==> src/rtl/duplicate_sequence_window_assert.svh <==
// Assertion helpers for the duplicate sequence window block.
`ifndef DUPLICATE_SEQUENCE_WINDOW_ASSERT_SVH
`define DUPLICATE_SEQUENCE_WINDOW_ASSERT_SVH

// Same-cycle implication, checked out of reset.
`define DSW_ASSERT_NOW(label, clk, rst_n, ante, cons) \
    label: assert property (@(posedge clk) disable iff (!(rst_n)) (ante) |-> (cons)) \
        else $error("duplicate_sequence_window: check failed");

// Next-cycle implication, checked out of reset.
`define DSW_ASSERT_NEXT(label, clk, rst_n, ante, cons) \
    label: assert property (@(posedge clk) disable iff (!(rst_n)) (ante) |=> (cons)) \
        else $error("duplicate_sequence_window: check failed");

`endif

==> src/rtl/dsw_ram.sv <==
`default_nettype none
module dsw_ram #(
    parameter int WIDTH = 8,
    parameter int DEPTH = 256
) (
    i_clk,
    i_we,
    i_waddr,
    i_wdata,
    i_raddr,
    o_rdata
);
    localparam int AW = (DEPTH > 1) ? $clog2(DEPTH) : 1;

    input  wire logic             i_clk;
    input  wire logic             i_we;
    input  wire logic [AW-1:0]    i_waddr;
    input  wire logic [WIDTH-1:0] i_wdata;
    input  wire logic [AW-1:0]    i_raddr;
    output logic      [WIDTH-1:0] o_rdata;

    logic [WIDTH-1:0] r_mem [DEPTH];

    always_ff @(posedge i_clk) begin
        if (i_we) begin
            r_mem[i_waddr] <= i_wdata;
        end
        o_rdata <= r_mem[i_raddr];
    end

endmodule
`default_nettype wire

==> config.mk <==
export PLATFORM = sky130hd
export DESIGN_NAME = dsw_ram
export DESIGN_NICKNAME = d
export VERILOG_FILES = /design/src/rtl/duplicate_sequence_window_assert.svh /design/src/rtl/dsw_ram.sv
export SDC_FILE = /design/constraint.sdc
export NUM_CORES = 2
export LEC_CHECK = 0
export BUFFER_PORTS_ARGS = -buffer_cell sky130_fd_sc_hd__buf_2
export CORE_ASPECT_RATIO = 0.9
export CORE_MARGIN = 5
export CORE_UTILIZATION = 55
export DETAILED_ROUTE_END_ITERATION = 7
export PLACE_DENSITY = 0.74
export SLEW_MARGIN = 20
export SYNTH_ARGS = -nofsm -noshare
export SYNTH_HDL_FRONTEND = slang
export SYNTH_SLANG_ARGS = --single-unit
==> constraint.sdc <==
create_clock -name i_clk -period 3.9 [get_ports i_clk]
set_input_delay 0.78 -clock i_clk [delete_from_list [all_inputs] [get_ports i_clk]]
set_output_delay 0.78 -clock i_clk [all_outputs]
set_load 0.005 [all_outputs]
After elaboration in Yosys (flattened, before gate mapping)
Memory sizes are Yosys's and may differ from the RTL's. A register that Yosys moved wholly into a read port is not among the register bits.
Cells that the tools add are included.
{"block": "totals", "register_bits": 0, "latchBits": 0, "mem_bits_rw": 2048, "rom_bits": 0, "inputBits": 26, "out_inout_bits": 8, "n_memories": 1}
{"block": "classes", "n_addsub": 0, "mul": 0, "div_mod_pow": 0, "order_cmp": 0, "n_eq_ne": 0, "shifts": 0, "mux": 2, "bitwise": 0, "n_reduce_logical": 0}
{"name": "r_mem", "depth": 256, "width": 8, "rd": 1, "rd_ports_with_merged_regs": 1, "wr": 1, "line_no": "dsw_ram.sv:22", "source": "logic [WIDTH-1:0] r_mem [DEPTH];"}
{"cell": "1-bit 2-to-1 mux", "n": 2}

Depth between registers and ports, before layout
{"block": "logic_depth", "word_depth": 2, "ltp_mapped": 11}

Least setup slack after synthesis
No wires, ideal clock.
{"block": "synth_path", "path_type": "input to register", "startpoint": "input i_raddr[0]", "endpoint": "register o_rdata[2] (read register of r_mem)", "setup_ns": 0.131, "arrival_ns": 2.587, "required_time_ns": 3.769, "slack_ns": 1.182, "path_stages": 9, "path_cell_list": "buf_6 -> buf_12 -> buf_8 -> buf_2 -> mux4_2 -> a22oi_1 -> a21oi_1 -> nor4_1 -> nor4_2"}
{"item": "from (decl)", "line_no": "dsw_ram.sv:19", "source": "input wire logic [AW-1:0] i_raddr;"}
{"item": "to (decl)", "line_no": "dsw_ram.sv:20", "source": "output logic [WIDTH-1:0] o_rdata;"}

==> flow_summary_export.csv <==
group,metric,value,unit
status,outcome,"completed",
grt,antenna_found_initial,16,
timing,min_period,3.33,ns
timing,max_freq,300,MHz
critical_path,critical_path_class,"in2reg",
place,pre_cts_ws,-0.222,ns
clock_network,clkSlewWorstSetupHoldPaths,0.06,ns
layout,multi_input_area,16500,um^2
critical_path,r2r_cells,6,
routing,drt-total-wl,194000,um
grt,grt_max_degree,142,
critical_path,critPathCaptureType,"flop",
clock_network,numCtsBuffers,189,
routing,wire_per_inst,31.1,um
timing,slew_headroom,0.235,
critical_path,critPathMaxStageDelay,0.81,ns
hold_path,hold_path_class,"in2reg",
layout,fin_area,90500,um^2
clock_network,hold_buffers,0,
job,max_cap_viol_count,0,
power_and_ir_drop,p_leak,0.0286,uW
timing,worst_slew_pin_slew,1.14,ns
critical_path,r2r-end,"o_rdata[2]",
critical_path,arrival,4.04,ns
clock_network,cts-root-buf,"clkbuf_16",
clock_network,cts_resized,0,
place,place.gp.congestion,0.855,
synth,ys_ff_latch,2056,
layout,area_growth_syn_to_layout,13.7,%
routing,drt_pass1_iterations,6,
synth,yosys.area.top_type_share,0.773,
power_and_ir_drop,ir_worst_vdd,0.486,mV
synth,avgSynthCellArea,21.3,um^2
critical_path,crit_path_end,"o_rdata[2]",
synth,yosys_warnings,0,
synth,yosysSeqAreaShare,0.775,
synth,syn_area,79600,um^2
clock_network,cts_tree,"yes",
clock_network,cts_setup_buffers,0,
timing,setup_viol,0,
grt,first_global_vias,40100,
critical_path,r2r_slack,1.00,ns
floorplan,start_util,0.553,
critical_path,startpoint_type,"primary input",
synth,postSynthCellCount,3733,
layout,drive_above_1_share,0.273,
synth,netlist_top_cells_area,"edfxtp_1 77%, mux4_2 13%, mux2i_1 1.7%",
clock_network,cts_buffer_depth,3,
routing,drtIter0Drc,5651,
timing,postLayoutSetupSlackWorst,0.567,ns
grt,grt.overflow.total,0,
critical_path,r2r_start,"r_mem[87][2]",
routing,drc,0,
routing,vias,40800,
place,placed_area,84400,um^2
critical_path,cp_max_fo,39,
clock_network,clock_latency,0.83,ns
floorplan,pin_count,34,
timing,final-max-slew-violation-count,0,
timing,fin_crit_sh,0.855,
layout,fill_cells,9415,
layout,regArea,61700,um^2
critical_path,crit_chain,"buf_8 > buf_12 > buf_12 > buf_4 > mux4_2 > nor2b_1 > a211oi_1 > nor2_1 > nor4_1 > buf_4 > nor4_2",
power_and_ir_drop,powerDensity,496,nW/um^2
critical_path,crit_start,"i_raddr[0]",
synth,yosysTopAreaCell,"edfxtp_1",
floorplan,rows,132,
routing,avgViaCountPerCell,6.54,
critical_path,cpMaxStageDelayCell,"nor4_1",
synth,synth_cell_types,55,
timing,finalClockSkew,0.0288,ns
synth,syn_nets,3759,
clock_network,clock-sinks,2056,
floorplan,die_x,411,um
floorplan,core,144000,um^2
timing,rsz0062_at_grt,"no",
place,dp_hpwl,121000,um
critical_path,cp.required,4.61,ns
grt,grt_pass1_wl,281000,um
floorplan,dieArea,152000,um^2
place,port_buffers,33,
clock_network,cts-htree-levels,4,
floorplan,die_y,371,um
routing,drtAntennaViolNets,0,
layout,fin_nets,4159,
grt,grt.total_usage,0.256,
timing,hold_viol,0,
## per-stage QoR
stage           util  hold slack, ns  power (uW)  cells  TNS [ns]
2_1_floorplan      -           0.770       26000   3733         0
3_3_place_gp   0.587            1.05       27100   5885    -0.552
6_report       0.629           0.455       44900   6243         0
3_5_place_dp   0.587            1.07       27100   5885    -0.486
5_1_grt        0.629           0.447       46200   6240         0
4_1_cts        0.629           0.405       45100   6238         0
## report_power, final
group / internal, uW / total, uW / leakage, uW / switching (uW)
clock network: 10300 / 18200 / 0.00294 / 7920
registers: 24400 / 24400 / 0.0185 / 43.6
logic: 832 / 2280 / 0.00722 / 1450
## cells in the final DEF (no fill, tap or decap), types with 10 or more instances in the layout
| master | count |
|---|---|
| edfxtp_1 | 2048 |
| mux4_2 | 454 |
| buf_4 | 373 |
| nor2_1 | 279 |
| clkbuf_16 | 192 |
| mux2i_1 | 134 |
| a22oi_1 | 133 |
| a21oi_1 | 96 |
| clkbuf_1 | 52 |
| clkinv_1 | 46 |
| o221ai_1 | 46 |
| buf_12 | 37 |
| nand3_1 | 34 |
| nand2_1 | 33 |
| o22ai_1 | 28 |
| nor2b_1 | 28 |
| clkinv_2 | 25 |
| nor4_1 | 24 |
| buf_2 | 22 |
| nor3_1 | 21 |
| bufinv_16 | 19 |
| a211oi_1 | 16 |
| a221oi_1 | 13 |
| nand4_1 | 10 |
| o211ai_1 | 10 |
| o21ai_0 | 10 |
## cell families (layout without fill, tap and decap cells)
group	count (synthesis)	after routing	synth area share
AOI/OAI and AO/OA	385	385	0.0342
other	0	5	0
buffers and inverters	235	797	0.0183
DFF	2056	2056	0.775
muxes	591	591	0.146
and+or+nand+nor	466	466	0.0263
## worst min path at each step
| stage | start | endpoint | slack (ns) | cells past startpoint |
|---|---|---|---|---|
| final | i_wdata[3] | r_mem[230][3] | 0.46 | 1 |
| after global routing | i_wdata[3] | r_mem[245][3] | 0.45 | 1 |
| after CTS | i_wdata[3] | r_mem[241][3] | 0.41 | 1 |
| after detailed placement | r_mem[40][3] | o_rdata[3] | 1.07 | 7 |
| after global placement | r_mem[32][5] | o_rdata[5] | 1.05 | 7 |
| after floorplan | r_mem[40][3] | o_rdata[3] | 0.77 | 6 |
## worst max-delay path, delay by kind of cell
| kind | cells | cell delay (ns) |
|---|---|---|
| AO/OA/AOI/OAI | 1 | 0.31 |
| multiplexers | 1 | 0.53 |
| buffers and inverters | 5 | 1.24 |
| AND/OR/NAND/NOR | 4 | 1.09 |
## per-layer routing
metal	share of wire	GRT usage
met1	0.38	0.368
met4	0.030	0.0810
met2	0.47	0.391
met5	0.00029	0
met3	0.12	0.0684
## Yosys cell counts (all sizes together)
cell type	instances
edfxtp	2048
mux4	456
nor2	282
mux2i	134
a22oi	133
buf	122
clkbuf	111
a21oi	96
o221ai	47
nand3	34
nand2	33
nor2b	31
o22ai	28
nor4	27
nor3	22
a211oi	16
a221oi	14
o21ai	12
nand4	10
o211ai	10
a22o	8
dfxtp	8
nand2b	8
and2	6
a2111oi	5
o22a	5
o32ai	5
or2	4
a311oi	2
a31oi	2
and3b	2
nand3b	2
a21boi	1
and3	1
clkinv	1
inv	1
mux2	1
nor3b	1
nor4b	1
o311ai	1
or2b	1
or3b	1
## area by class of cell
cell class	instances	share of cell area
timing repair buffer	442	0.0419
antenna	5	0.000138
tap	1943	0.0269
multi-input combinational	1442	0.182
clock inverter	109	0.0120
inverter	2	0.0000830
sequential	2056	0.681
clock buffer	244	0.0553
## state kept, by name, summed over array words and instances, names as in the netlist
signal and cells:
o_rdata 8, r_mem 2048
(Power assumes the default switching activity.)
