**config.mk**
```make
export PLATFORM = sky130hd
export DESIGN_NAME = dsw_update
export DESIGN_NICKNAME = d
export VERILOG_FILES = /design/src/rtl/duplicate_sequence_window_assert.svh /design/src/rtl/dsw_pkg.sv /design/src/rtl/dsw_update.sv
export SDC_FILE = /design/constraint.sdc
export NUM_CORES = 1
export LEC_CHECK = 0
export ABC_AREA = 1
export BUFFER_PORTS_ARGS = -buffer_cell sky130_fd_sc_hd__buf_2
export CAP_MARGIN = 20
export CORE_MARGIN = 8
export CORE_UTILIZATION = 57
export DETAILED_ROUTE_END_ITERATION = 12
export MAX_ROUTING_LAYER = met4
export PLACE_DENSITY = 0.85
export SYNTH_ARGS = -nofsm -noshare
export SYNTH_HDL_FRONTEND = slang
export SYNTH_SLANG_ARGS = --single-unit
export TNS_END_PERCENT = 20
```
**constraint.sdc**
```tcl
create_clock -name vclk -period 8.1
set_input_delay 2.43 -clock vclk [all_inputs]
set_output_delay 2.43 -clock vclk [all_outputs]
set_load 0.01 [all_outputs]
```
**src/rtl/duplicate_sequence_window_assert.svh**
```systemverilog
// Assertion helpers for the duplicate sequence window block.
`ifndef DUPLICATE_SEQUENCE_WINDOW_ASSERT_SVH
`define DUPLICATE_SEQUENCE_WINDOW_ASSERT_SVH

// Same-cycle implication, checked out of reset.
`define DSW_ASSERT_NOW(label, clk, rst_n, ante, cons) \
    label: assert property (@(posedge clk) disable iff (!(rst_n)) (ante) |-> (cons)) \
        else $error("duplicate_sequence_window: check failed");

// Next-cycle implication, checked out of reset.
`define DSW_ASSERT_NEXT(label, clk, rst_n, ante, cons) \
    label: assert property (@(posedge clk) disable iff (!(rst_n)) (ante) |=> (cons)) \
        else $error("duplicate_sequence_window: check failed");

`endif

```
**src/rtl/dsw_pkg.sv**
```systemverilog
`default_nettype none
package dsw_pkg;

    localparam int SEQ_W = 16;
    localparam int ID_W  = 8;

    // Control decided for one request after the state read.
    typedef struct packed {
        logic we;   // write back the updated entry
        logic dup;  // request reports a duplicate
    } t_upd_ctl;

endpackage
`default_nettype wire

```
**src/rtl/dsw_update.sv**
```systemverilog
`default_nettype none
module dsw_update #(
    parameter int WINDOW_BITS = 8
) (
    i_in_range,
    i_high,
    i_mask,
    i_seq,
    o_ctl,
    o_high,
    o_mask
);
    import dsw_pkg::*;

    localparam int IW = (WINDOW_BITS > 1) ? $clog2(WINDOW_BITS) : 1;

    input  wire logic                    i_in_range;
    input  wire logic [dsw_pkg::SEQ_W-1:0] i_high;
    input  wire logic [WINDOW_BITS-1:0]  i_mask;
    input  wire logic [dsw_pkg::SEQ_W-1:0] i_seq;
    output dsw_pkg::t_upd_ctl            o_ctl;
    output logic [dsw_pkg::SEQ_W-1:0]    o_high;
    output logic [WINDOW_BITS-1:0]       o_mask;

    logic [SEQ_W-1:0] diff;
    logic [SEQ_W-1:0] behind;
    logic             ahead;
    logic             in_win;
    logic [IW-1:0]    bidx;
    logic             seen;

    always_comb begin
        diff   = i_seq - i_high;
        behind = SEQ_W'(~diff + 1'b1);
        ahead  = (diff != '0) && !diff[SEQ_W-1];
        in_win = !ahead && (behind < SEQ_W'(WINDOW_BITS));
        bidx   = behind[IW-1:0];
        seen   = i_mask[bidx];

        o_high = i_high;
        o_mask = i_mask;
        o_ctl  = '{we: 1'b0, dup: 1'b1};

        if (!i_in_range) begin
            o_ctl = '{we: 1'b0, dup: 1'b1};
        end else if (ahead) begin
            // slide the window forward and mark the new head
            o_high = i_seq;
            if (diff >= SEQ_W'(WINDOW_BITS)) begin
                o_mask = WINDOW_BITS'(1);
            end else begin
                o_mask = (i_mask << diff) | WINDOW_BITS'(1);
            end
            o_ctl = '{we: 1'b1, dup: 1'b0};
        end else if (in_win) begin
            o_mask = i_mask | (WINDOW_BITS'(1) << bidx);
            o_ctl  = '{we: 1'b1, dup: seen};
        end
    end

endmodule
`default_nettype wire

```
After elaboration in Yosys (flattened, before gate mapping)
Cells that the tools add are included.
{ "word_totals": {"latchBits": 0, "ff_bits": 0, "ram_bits": 0, "romBits": 0, "memories": 0, "input_bits": 41, "wordCells": 25} }
{ "classes": {"bitwise": 2, "order_cmp": 3, "n_reduce_logical": 5, "div_mod_pow": 0, "eq_ne": 0, "n_shift": 2, "n_mux": 11, "n_mul": 0, "n_addsub": 2} }
{ "ops": {"columns": ["operator", "count"], "rows": [
  ["$mux 16", 2],
  ["$mux 8", 4],
  ["$add 16x1->16 const B", 1],
  ["$ge 16x4->1 const B", 1],
  ["$lt 16x4->1 const B", 1],
  ["$not 16->16", 1],
  ["$reduce_bool 16->1", 1],
  ["$shl 8x16->8", 1],
  ["$sub 16x16->16", 1],
  ["$or 8x8->8", 1],
  ["$shl 1x3->8 const A", 1],
  ["$mux 2", 3],
  ["$lt 3x4->1 const B", 1],
  ["$bmux 1 s3", 1],
  ["$logic_and 1x1->1", 2],
  ["$logic_not 1->1", 2],
  ["$mux 1", 1]
]} }

Longest topological paths before layout
{ "logic_depth": {"depth_word": 8, "mapped_depth": 23, "mapped_depth_nobuf": 22} }

Worst setup path before layout
No wires, ideal clock.
{ "synth_path": {"path_kind": "input to output", "from": "input port i_seq[0] (netlist bit)", "to": "output port o_ctl[1] (netlist bit)", "t_arrival_ns": 4.979, "cell_stages": 20, "path_slack_ns": 0.691, "cell_sequence": "inv_1 -> ha_1 -> inv_1 -> fa_1 -> clkbuf_8 -> inv_2 -> nand2_1 -> a21oi_2 -> nand3_1 -> nor2_2 -> nand3_2 -> nor2_4 -> nand2_1 -> nor2_1 -> nand3_1 -> nand2_1 -> inv_1 -> nor2_4 -> nand2_1 -> o21ai_0"} }
{ "synth_lines": {"columns": ["element", "line", "rtl"], "rows": [
  ["start: declaration", "dsw_update.sv:20", "input wire logic [dsw_pkg::SEQ_W-1:0] i_seq;"],
  ["end: declaration", "dsw_update.sv:21", "output dsw_pkg::t_upd_ctl o_ctl;"]
]} }

Worst setup path after layout
{ "layout_path": {"from": "input port i_high[0] (netlist bit)", "to": "output port o_mask[5]"} }
{ "layout_via": {"elab_chain_cells": 8} }
{ "layout_rtl": {"columns": ["element", "line", "rtl"], "rows": [
  ["start: declaration", "dsw_update.sv:18", "input wire logic [dsw_pkg::SEQ_W-1:0] i_high;"],
  ["$sub 16x16->16 (*)", "dsw_update.sv:33", "diff = i_seq - i_high;"],
  ["$not 16->16 (tied with other cells)", "dsw_update.sv:34", "behind = SEQ_W'(~diff + 1'b1);"],
  ["$add 16x1->16 or $logic_and 1x1->1 (tied branches)", "dsw_update.sv:34, dsw_update.sv:35", null],
  ["$lt 16x4->1 (tied with other cells)", "dsw_update.sv:36", "in_win = !ahead && (behind < SEQ_W'(WINDOW_BITS));"],
  ["$logic_and 1x1->1 or $or 8x8->8 (tied branches)", "dsw_update.sv:36, dsw_update.sv:56", null],
  ["$mux 8", "dsw_update.sv:55", "end else if (in_win) begin"],
  ["$mux 8 (*)", "dsw_update.sv:46", "end else if (ahead) begin"],
  ["$mux 8 (*)", "dsw_update.sv:44", "if (!i_in_range) begin"],
  ["end: declaration", "dsw_update.sv:23", "output logic [WINDOW_BITS-1:0] o_mask;"]
]} }
Every way passes the cells marked *; elsewhere a longest branch is shown, timed or not.

==> flow_summary.toml <==
[logic_synthesis]
yosysTopAreaCellShare_pct = 23.3
synth.yosys.seq_area_share_pct = 0
top_post_synthesis_cells_by_area = "sky130_fd_sc_hd__nand2_1, sky130_fd_sc_hd__inv_1, sky130_fd_sc_hd__ha_1"
netlist_area_pre_place_um2 = 2660
synth.most_common_cell = "sky130_fd_sc_hd__nand2_1"
synthesis.instances = 530
number_of_warnings_printed_during_yosys_synthesis = 0
synthTopCellsByCount = "sky130_fd_sc_hd__nand2_1, sky130_fd_sc_hd__inv_1, sky130_fd_sc_hd__nor2_1"
post_synth.cell_area_avg_um2 = 5.02
synth.largest_area_cell = "sky130_fd_sc_hd__nand2_1"
synthesis.nets = 592
yosys.cell_types.count = 33

[min_path]
timing.hold.worst.class = "input pin to primary output"

[placed_design]
placement.setup.worst_slack_ns = 0.302
place.gp.congestion = 0.946
numPlacedInstances = 647
port-buffer-count = 67
hpwl_um = 6830
postPlaceCellArea_um2 = 3030

[routing]
vias_per_cell = 5.36
detailroute.via_count = 3470
route.detailed.wl_per_inst_um = 12.1
wl_um = 7810
detail_route.drc_violations = 0
drt_pre_antenna_iters = 5
drtAntennaViolNets = 0
detailedRoute.firstIterationViolations = 272

[final_layout]
area_delta_synth_final_pct = 14.1
flops_and_latches = 0
ff_latch_area_um2 = 0
multi_input_area_um2 = 2200
num-nets-final = 657
fillCellCount = 481
final_design_area_no_fill_um2 = 3030
finalCoreUtilization_pct = 66.0
layout.clock_buffers = 0
final_non_filler_cell_total = 647
n_antenna_cell = 0
layout-drive-gt1-share_pct = 21.8

[floorplanning]
floorplan.initialDensity_pct = 57.8
num_io_pins = 67
die-width_um = 84.3
die_area_um2 = 7110
die-height_um = 84.3
placeableCoreArea_um2 = 4600
rows = 25

[setup_path]
critical_path.most_common_cell = "sky130_fd_sc_hd__nand2_1"
crit_buf_inv = 5
critPathRequiredTime_ns = 5.67
sequence_of_cells_on_the_critical_path = "buf_2 > ha_1 > inv_1 > fa_1 > inv_2 > nand2_1 > a21oi_2 > nand3_1 > nor2_2 > nand3_2 > nor2_4 > nand2_1 > nor2_1 > nand3_1 > nand2_1 > inv_1 > nor2_4 > nand3_1 > nand2_1 > nand2_1 > a21oi_2 > buf_2"
cp-end-kind = "primary output"
worstPathArrival_ns = 5.40
number_of_gates_on_the_worst_path_with_buffers_counted = 22
slowest_delay_ns = 0.47
crit_family = "simple AND/OR/NAND/NOR gates"
timing_worst_setup_path_type = "input pin to primary output"
timing.critical_path.fanout_max = 9
cp-start-kind = "input pin"
critical_path.endpoint = "o_mask[5]"
slowest_stage = "sky130_fd_sc_hd__fa_1"
crit_path_from = "i_high[0]"

[timing]
final_period_minus_worst_setup_slack_ns = 7.83
relSlewSlack_pct = 70.6
finalWorstSetupSlack_ns = 0.273
portion_of_the_clock_cycle_consumed_by_the_worst_path_in_the_final_layout_pct = 96.6
endpoints_failing_setup = 0
final-max-slew-violation-count = 0
hold_violations = 0
fin_setup_tns_ns = 0
rsz0062_at_grt = "no"
timing.fmax_ghz = 0.128
holdWs_ns = 5.18
timing_worst_slew_pin_value_ns = 0.438

[clock_tree]
post_cts.repair.setup_buffers = 0
post_cts_resized = 0

[pwr]
netSwitchingFraction_pct = 65.7
p_leak_nw = 1.83
combinational_cell_fraction_of_total_power_pct = 100.0
power.clock.fraction_pct = 0
cellPowerDensity_nw_per_um2 = 87.6
total_power_mw = 0.266
seqPwrFrac_pct = 0
power_report.internal_total_mw = 0.0911
peakVddDrop_mv = 0.0591
total_switching_power_mw = 0.175

[global_route]
number_of_global_route_vias_before_repair = 3223
globalRouteOverflowTotal = 0
grt_antenna_before_repair = 0
gr_util_all_layers_pct = 21.5
grt_pass1_wl_um = 13400
grt_start_max_net_pins = 34

[job]
cap_violations = 0

[status]
run_status = "complete, no violations"
-- how the worst min path moves through the flow --
stage	startpoint	end	slack (ns)	depth (start not counted)
6_report	i_high[0]	o_high[0]	5.18	4
5_1_grt	i_high[0]	o_high[0]	5.21	4
4_1_cts	i_high[0]	o_high[0]	5.19	4
3_5_place_dp	i_high[0]	o_high[0]	5.19	4
3_3_place_gp	i_high[0]	o_high[0]	5.17	4
2_1_floorplan	i_high[10]	o_high[10]	5.00	2
-- cell families after synthesis --
group           count (synthesis)  synth area share (%)
simple gates                  338                  59.2
compound gates                 59                  12.4
fa+ha+maj                      21                  10.2
buf+inv                       109                  17.1
xor+xnor                        2                 0.659
mux                             1                 0.423
-- power groups by stage --
stage / combinational (mW) / sequential (mW) / clock (mW)
final: 0.266 / 0 / 0
after global routing: 0.298 / 0 / 0
after CTS: 0.264 / 0 / 0
after detailed placement: 0.263 / 0 / 0
after global placement: 0.258 / 0 / 0
after floorplan: 0.195 / 0 / 0
-- layout by cell type, fill, tap and decap left out, drive strengths merged, types with 2 or more instances in the layout --
cell / synthesis / routed
nand2: 183 / 183
inv: 101 / 101
nor2: 78 / 78
buf: 4 / 71
nand3: 56 / 56
a21oi: 34 / 34
o21ai: 22 / 22
ha: 20 / 20
nand4: 11 / 11
nand3b: 4 / 4
or2: 2 / 2
and2: 2 / 2
a31oi: 2 / 2
nor3: 2 / 2
-- routing by layer --
metal	GRT usage, %	routed length, um
met5	-	0
met4	5.65	141
met3	1.36	458
met2	39.3	3850
met1	24.5	3360
-- timing repair --
item,CTS,global route
setup endpoints to repair,0,5
hold buffers,0,0
hold endpoints to repair,0,0
-- cell type report --
class,instances,area share (%)
Timing Repair Buffer,71,12.5
Tap cell,54,2.23
Inverter,101,12.7
Multi-Input combinational cell,421,72.7
No activity file was read; power rests on OpenSTA's default activity.
